**config.mk**
```make
export PLATFORM = sky130hd
export DESIGN_NAME = gbp_ctrl
export DESIGN_NICKNAME = d
export VERILOG_FILES = /design/src/rtl/core/gbp_pkg.sv /design/src/rtl/core/gbp_ctrl.sv
export SDC_FILE = /design/constraint.sdc
export NUM_CORES = 1
export LEC_CHECK = 0
export ABC_CLOCK_PERIOD_IN_PS = 3250
export BUFFER_PORTS_ARGS = -buffer_cell sky130_fd_sc_hd__buf_4
export CAP_MARGIN = 20
export CORE_AREA = 2 2 39 41
export DETAILED_ROUTE_END_ITERATION = 6
export DIE_AREA = 0 0 41 43
export GPL_TIMING_DRIVEN = 0
export PLACE_DENSITY = 0.44
export SYNTH_ARGS = -nofsm -noshare
export SYNTH_HDL_FRONTEND = slang
export SYNTH_SLANG_ARGS = --single-unit
```
**constraint.sdc**
```tcl
create_clock -name i_clk -period 3.25 [get_ports i_clk]
set_clock_uncertainty 0.2 [all_clocks]
set_input_delay 0.325 -clock i_clk [delete_from_list [all_inputs] [get_ports i_clk]]
set_output_delay 0.325 -clock i_clk [all_outputs]
set_load 0.005 [all_outputs]
```
**src/rtl/core/gbp_pkg.sv**
```systemverilog
// Package: types, constants and codes shared by the grid boundary proximity core.
package gbp_pkg;

    localparam int COORD_W    = 8;
    localparam int CHAR_W     = 8;
    localparam int DIM_W      = 9;
    localparam int RAD_W      = 4;
    localparam int CFG_IDX_W  = 2;
    localparam int CFG_DATA_W = 9;

    localparam int DEF_MAX_WIDTH  = 256;
    localparam int DEF_MAX_HEIGHT = 256;
    localparam int DEF_MAX_RADIUS = 15;

    localparam logic [DIM_W-1:0]  RST_MAP_WIDTH     = DIM_W'(256);
    localparam logic [DIM_W-1:0]  RST_MAP_HEIGHT    = DIM_W'(256);
    localparam logic [RAD_W-1:0]  RST_NEAR_RADIUS   = RAD_W'(3);
    localparam logic [RAD_W-1:0]  RST_OFFSET_RADIUS = RAD_W'(1);

    localparam logic [CHAR_W-1:0] OPEN_CHAR = 8'h30;

    localparam logic REQ_WRITE = 1'b0;
    localparam logic REQ_QUERY = 1'b1;

    localparam logic STS_OK      = 1'b0;
    localparam logic STS_OUTSIDE = 1'b1;

    typedef enum logic [CFG_IDX_W-1:0] {
        CFG_MAP_WIDTH     = 2'd0,
        CFG_MAP_HEIGHT    = 2'd1,
        CFG_NEAR_RADIUS   = 2'd2,
        CFG_OFFSET_RADIUS = 2'd3
    } t_cfg_idx;

    // read order for one window cell: center, then its four neighbors
    typedef enum logic [2:0] {
        PH_CTR = 3'd0,
        PH_DN  = 3'd1,
        PH_UP  = 3'd2,
        PH_RT  = 3'd3,
        PH_LT  = 3'd4
    } t_phase;

    typedef enum logic [2:0] {
        S_IDLE,
        S_INIT,
        S_WALK,
        S_DRAIN,
        S_FINISH
    } t_state;

    typedef struct packed {
        logic              req_type;
        logic [COORD_W-1:0] col;
        logic [COORD_W-1:0] row;
        logic [CHAR_W-1:0]  cell_char;
    } t_in_beat;

    typedef struct packed {
        logic near_flag;
        logic offset_flag;
        logic status;
    } t_out_beat;

    typedef struct packed {
        logic take_in;
        logic init;
        logic issue;
        logic load_out;
    } t_dp_cmd;

    typedef struct packed {
        logic in_is_query;
        logic in_map;
        logic last_issue;
        logic out_free;
    } t_dp_sts;

endpackage

```
**src/rtl/core/gbp_ctrl.sv**
```systemverilog
// Controller: sequences input accept, window walk, drain and result load.
module gbp_ctrl (
    input  logic             i_clk,
    input  logic             i_rst_n,
    input  logic             i_in_valid,
    output logic             o_in_stall,
    input  gbp_pkg::t_dp_sts i_sts,
    output gbp_pkg::t_dp_cmd o_cmd
);
    import gbp_pkg::*;

    t_state r_state;
    t_state n_state;

    always_ff @(posedge i_clk) begin
        if (!i_rst_n) begin
            r_state <= S_IDLE;
        end else begin
            r_state <= n_state;
        end
    end

    always_comb begin
        n_state = r_state;
        unique case (r_state)
            S_IDLE: begin
                if (i_in_valid && i_sts.in_is_query) begin
                    n_state = S_INIT;
                end
            end
            S_INIT: begin
                n_state = i_sts.in_map ? S_WALK : S_FINISH;
            end
            S_WALK: begin
                if (i_sts.last_issue) begin
                    n_state = S_DRAIN;
                end
            end
            S_DRAIN: begin
                n_state = S_FINISH;
            end
            S_FINISH: begin
                if (i_sts.out_free) begin
                    n_state = S_IDLE;
                end
            end
            default: begin
                n_state = S_IDLE;
            end
        endcase
    end

    always_comb begin
        o_cmd          = '0;
        o_in_stall     = 1'b1;
        unique case (r_state)
            S_IDLE: begin
                o_in_stall    = 1'b0;
                o_cmd.take_in = i_in_valid;
            end
            S_INIT: begin
                o_cmd.init = 1'b1;
            end
            S_WALK: begin
                o_cmd.issue = 1'b1;
            end
            S_DRAIN: begin
            end
            S_FINISH: begin
                o_cmd.load_out = i_sts.out_free;
            end
            default: begin
            end
        endcase
    end

endmodule

```
==> impl_results.md, run 1 <==
- Pin count of the biggest net entering global routing: 10
- Die height: 43 µm
- Synth Area in XOR/XNOR: 0
- Sequential power share: 0.316
- Crit Path Class: flip-flop to output pin
- Vias in the first global route: 159
- Crit-path cells: buf_6, or3_4, nor2_2, buf_4
- Place WS: 1.76 ns
- Antenna-violating nets left: 0
- Gpl congestion: 0.561
- Main combinational cell family by area after synthesis: simple AND/OR/NAND/NOR gates
- Final core occ: 0.229
- Yosys warnings: 0
- Max reg flops: 3
- Initial Util: 0.136
- GRT Util Overall: 0.0602
- CTS tree: built
- Row count: 14
- Final min period: 1.73 ns
- DP HPWL: 341 µm
- Placed cells: 49
- Cell variety after synth: 16
- Final setup vio count: 0
- Headroom to the max-slew limit: 0.839
- Yosys reg bits: 3
- CTS root buffer: clkbuf_4
- Multiplexer area fraction after synthesis: 0.0533
- Worst-margin pin slew: 0.239 ns
- DR pass1 iterations: 4
- Crit. End Element: output pin
- DIE WIDTH: 41 µm
- Worst-path clk slew: 0.04 ns
- Core area: 1380 µm²
- Worst-path fanout max: 9
- Share of cells above drive strength 1: 0.486
- Compound-Gate Fraction of Synth Area: 0.0667
- Critical-path top delay cell: or3_4
- Post-layout nets: 45
- Net Switching: 28.1 µW
- Critical path data arrival time: 1.20 ns
- Max cap viols: 0
- Critical R2R Launch: r_state[1]
- Num Clock Sinks: 3
- DRC Markers: 0
- Post-Syn Area: 188 µm²
- Initial DRC count: 7
- Commonest cells after routing, fill and taps aside: buf_4 (11), nor3b_1 (3), nand2_1 (3), clkbuf_4 (3), dfxtp_1 (3)
- Initial antenna violation count: 0
- Cell Pwr Density: 404 nW/µm²
- CTS Buf Count: 3
- Combinational power share: 0.181
- Simple-Gate Fraction of Synth Area: 0.480
- I/O Pins: 12
- Most flops, register: r_state
- Antenna diode count: 0
- CTS resizes: 0
- Adder-Cell Fraction of Synth Area: 0
- Mean post-synth cell area: 8.53 µm²
- Max Clock Freq: 0.578 GHz
- Status: complete, no violations
- Syn Inst Count: 22
- CP peak stage delay: 0.37 ns
- Clk pwr share: 0.502
- Clock Latency Late Sink: 0.23 ns
- Die ar.: 1760 µm²
- Maximum root-to-sink buffer count: 2
- Path category of the worst min-delay check: input port to flip-flop
- Gr ovfl total: 0
- Post-CTS Setup Inserts: 0
- Syn Nets: 29
- Source of the critical timing path: r_state[1]
- Period utilisation layout: 0.532
- Final wirelength: 444 µm
- Via-to-Cell Ratio: 3.83
- Commonest non-fill, non-tap cell in the layout: buf_4
- First-pass GRT wire length: 669 µm
- Final setup TNS: 0 ns
- Port Buffers: 11
- # hold bufs at CTS: 0
- Crit path launch type: flip-flop
- WP data required: 2.72 ns
- WL/cell: 8.38 µm
- Via count: 203
- Final Instance Count excl. Fillers: 53
- Leakage: 0.000143 µW
- Min-delay src: i_rst_n
- Max-slew violations: 0
- Max IR drop VDD: 0.000136 V
- Biggest regs: r_state x3
- Pint: 99.9 µW
- Switching share of power: 0.219
- Synthesis-to-finish area growth: 68.7%
- Final Hold Viols: 0
- Setup ws final: 1.52 ns
- Sequential area share after synthesis: 0.320
- RSZ-0062 raised after global routing: false
- H-Tree Depth: 1
logic make-up after synthesis:
family	Yosys count
flip-flops	3
buffers and inverters	2
multiplexers	1
AND/OR/NAND/NOR	14
AO/OA/AOI/OAI	2
final timing paths:
| kind | endpoint | slack [ns] | cells after the start |
|---|---|---|---|
| worst max-delay path | o_cmd[3] | 1.52 | 4 |
| worst min-delay path | r_state[2] | 0.12 | 2 |
| worst max register to register | r_state[2] | 2.16 | 4 |
| worst min register to register | r_state[1] | 0.36 | 1 |
worst max-delay path: cells and delay by family, from the launching register on:
family                 cells  cell delay, ns
AND/OR/NAND/NOR            2            0.45
flip-flops                 1            0.30
buffers and inverters      2            0.24
power by group through the flow:
| stage | clock [µW] | combinational [µW] | sequential [µW] |
|---|---|---|---|
| final | 64.3 | 23.2 | 40.5 |
| after global routing | 75.2 | 25.6 | 40.8 |
| after CTS | 69.0 | 23.5 | 40.5 |
| after detailed placement | 0 | 23.4 | 41.0 |
| after global placement | 0 | 23.5 | 41.1 |
| after floorplan | 0 | 11.0 | 40.6 |
through the flow:
step / area [µm²] / total power (µW) / hold WS, ns
after floorplan: 188 / 51.6 / 0.243
after global placement: 290 / 64.6 / 0.356
after detailed placement: 290 / 64.5 / 0.359
after CTS: 317 / 133 / 0.115
after global routing: 317 / 142 / 0.130
final: 317 / 128 / 0.122
per-layer routing:
metal / track usage / vias up / share of wire
li1: - / 105 / -
met1: 0.0804 / 83 / 0.39
met2: 0.0625 / 15 / 0.39
met3: 0.0628 / 0 / 0.23
met4: 0.0200 / 0 / 0
met5: 0 / - / 0
cell type report:
type                            count  area, µm²
Clock buffer                        4       26.3
Sequential cell                     3       60.1
Timing Repair Buffer               11       82.6
Fill cell                         160       1070
Inverter                            1       3.75
Buffer                              1       11.3
Tap cell                           16       20.0
Multi-Input combinational cell     17        113
Yosys cell counts (all sizes together):
master / number / area, µm²
nor4b: 1 / 8.76
o21a: 1 / 7.51
nor2b: 1 / 8.76
mux2i: 1 / 10.0
dfxtp: 3 / 60.1
nor2: 2 / 10.0
nand2: 3 / 11.3
inv: 1 / 3.75
or3: 1 / 11.3
buf: 1 / 11.3
and3: 1 / 6.26
o21ai: 1 / 5.00
nor3: 1 / 5.00
nor3b: 3 / 22.5
and2: 1 / 6.26
Note: power is estimated with default switching activity, not from simulation.
==> run 2, diff against run 1 <==
--- a/config.mk
+++ b/config.mk
@@ -5,7 +5,7 @@
 export SDC_FILE = /design/constraint.sdc
 export NUM_CORES = 1
 export LEC_CHECK = 0
-export ABC_CLOCK_PERIOD_IN_PS = 3250
+export ABC_CLOCK_PERIOD_IN_PS = 1600
 export BUFFER_PORTS_ARGS = -buffer_cell sky130_fd_sc_hd__buf_4
 export CAP_MARGIN = 20
 export CORE_AREA = 2 2 39 41
==> constraint.sdc (replaced) <==
create_clock -name i_clk -period 1.6 [get_ports i_clk]
set_clock_uncertainty 0.2 [all_clocks]
set_input_delay 0.16 -clock i_clk [delete_from_list [all_inputs] [get_ports i_clk]]
set_output_delay 0.16 -clock i_clk [all_outputs]
set_load 0.005 [all_outputs]
==> run 2 against run 1 <==
Worst hold slack lost 0.068 ns. Worst setup slack got worse by 1.5 ns. Design area grew 16%. Sequential power up 110%. Die area unchanged. Final cell count up 11%. Total power is 110% higher. Via count rose by 8.9%. Wire length rose by 9.9%. Clock-buffer cell count unchanged. Core utilization rose by 3.7 points.
==> impl_results.md, run 2 (synthesized netlist as in run 1, its figures left out) <==
- Status: complete, no violations
- Pin count of the biggest net entering global routing: 10
- Commonest non-fill, non-tap cell in the layout: buf_4
- Via-to-Cell Ratio: 3.75
- Final setup vio count: 0
- Clock Latency Late Sink: 0.23 ns
- Antenna-violating nets left: 0
- Max Clock Freq: 0.647 GHz
- Row count: 14
- Die height: 43 µm
- Worst-path fanout max: 5
- Final setup TNS: 0 ns
- Max reg flops: 3
- Final min period: 1.54 ns
- Antenna diode count: 0
- Via count: 221
- Crit path launch type: flip-flop
- Initial Util: 0.136
- Leakage: 0.000176 µW
- Final core occ: 0.266
- Clk pwr share: 0.485
- Die ar.: 1760 µm²
- Net Switching: 58.8 µW
- Switching share of power: 0.218
- Max cap viols: 0
- Reg2Reg Depth: 6
- Critical path data arrival time: 1.18 ns
- Gpl congestion: 0.561
- Pint: 211 µW
- Crit path depth: 4
- Most flops, register: r_state
- Commonest cells after routing, fill and taps aside: buf_4 (16), nor3b_1 (3), nand2_1 (3), clkbuf_4 (3), dfxtp_2 (3)
- H-Tree Depth: 1
- Initial DRC count: 7
- Crit Path Class: flip-flop to output pin
- Maximum root-to-sink buffer count: 2
- WP data required: 1.24 ns
- Final wirelength: 488 µm
- Cell family with most CP delay: simple AND/OR/NAND/NOR gates
- Cell Pwr Density: 733 nW/µm²
- Crit-path cells: buf_6, or3_4, nor2_2, buf_4
- Final Hold Viols: 0
- Port Buffers: 11
- WL/cell: 8.27 µm
- Worst-path clk slew: 0.04 ns
- DRC Markers: 0
- Initial antenna violation count: 0
- CTS root buffer: clkbuf_4
- GRT Util Overall: 0.0602
- Hold Path Cell Cnt: 3
- DP HPWL: 341 µm
- CTS tree: built
- DR pass1 iterations: 2
- Period utilisation layout: 0.966
- Gr ovfl total: 0
- Num Clock Sinks: 3
- Path category of the worst min-delay check: input port to flip-flop
- Combinational power share: 0.207
- Max-slew violations: 0
- First-pass GRT wire length: 669 µm
- CP peak stage delay: 0.33 ns
- Synthesis-to-finish area growth: 96.0%
- Vias in the first global route: 159
- CTS Buf Count: 3
- CP Buf/Inv Count: 2
- Worst-margin pin slew: 0.239 ns
- Post-layout nets: 51
- Biggest regs: r_state x3
- Max IR drop VDD: 0.000269 V
- Share of cells above drive strength 1: 0.605
- Critical-path top delay cell: or3_4
- Headroom to the max-slew limit: 0.838
- Crit. End Element: output pin
- Sequential power share: 0.308
- DIE WIDTH: 41 µm
- I/O Pins: 12
- Fill count: 157
- Core area: 1380 µm²
## run 2: changes by cell type in the layout (fill, tap and decap cells not counted), sizes merged
| cell | before | now |
|---|---|---|
| buf | 12 | 17 |
| dlygate4sd3 | 0 | 1 |
## run 2: area by class of cell
| type | count | area, µm² | share of cell area |
|---|---|---|---|
| inverters | 1 | 3.75 | 0.0102 |
| multi-input cells | 17 | 113 | 0.306 |
| well taps | 16 | 20.0 | 0.0544 |
| flip-flops and latches | 3 | 63.8 | 0.173 |
| clock buffers | 4 | 26.3 | 0.0714 |
| plain buffers | 1 | 11.3 | 0.0306 |
| repair buffers | 17 | 130 | 0.354 |
## run 2: power groups by stage
stage	combinational [µW]	clock, µW	sequential (µW)
after floorplan	22.2	0	82.5
after global placement	47.7	0	83.4
after detailed placement	47.6	0	83.4
after CTS	49.7	140	82.2
after global routing	61.2	153	83.6
final	55.8	131	83.1
## run 2: routing by layer
layer	GRT usage	wire, µm	vias to the layer above	share of wire
li1	-	-	118	-
met1	0.0804	212	90	0.43
met2	0.0625	183	13	0.38
met3	0.0628	93	0	0.19
met4	0.0200	0	0	0
met5	0	0	-	0
## run 2: worst paths after layout
check | from | slack, ns | endpoint
max | r_state[1] | 0.06 | o_cmd[3]
min | i_sts[0] | 0.05 | r_state[2]
max reg2reg | r_state[1] | 0.27 | r_state[2]
min reg2reg | r_state[2] | 0.28 | r_state[1]
## run 2: worst min-delay path: cells and delay by family
kind                   cells  cell delay [ns]
buffers and inverters      1             0.08
and+or+nand+nor            1             0.04
AOI/OAI and AO/OA          1             0.16
## run 2: per-stage QoR
stage / cells / setup slack [ns] / total power, µW / area [µm²] / hold slack (ns)
2_1_floorplan: 22 / 0.369 / 105 / 188 / 0.0778
3_3_place_gp: 49 / 0.271 / 131 / 290 / 0.191
3_5_place_dp: 49 / 0.271 / 131 / 290 / 0.194
4_1_cts: 54 / 0.0183 / 272 / 327 / 0.0541
5_1_grt: 59 / -0.0000672 / 297 / 368 / 0.0544
6_report: 59 / 0.0551 / 270 / 368 / 0.0534
## run 2: repair_timing
action                                 in CTS  in global routing
hold buffers                                1                  0
resized for setup                           0                  3
buffers inserted                            0                  5
setup endpoints to repair                   0                  1
endpoints found under the hold margin       2                  0
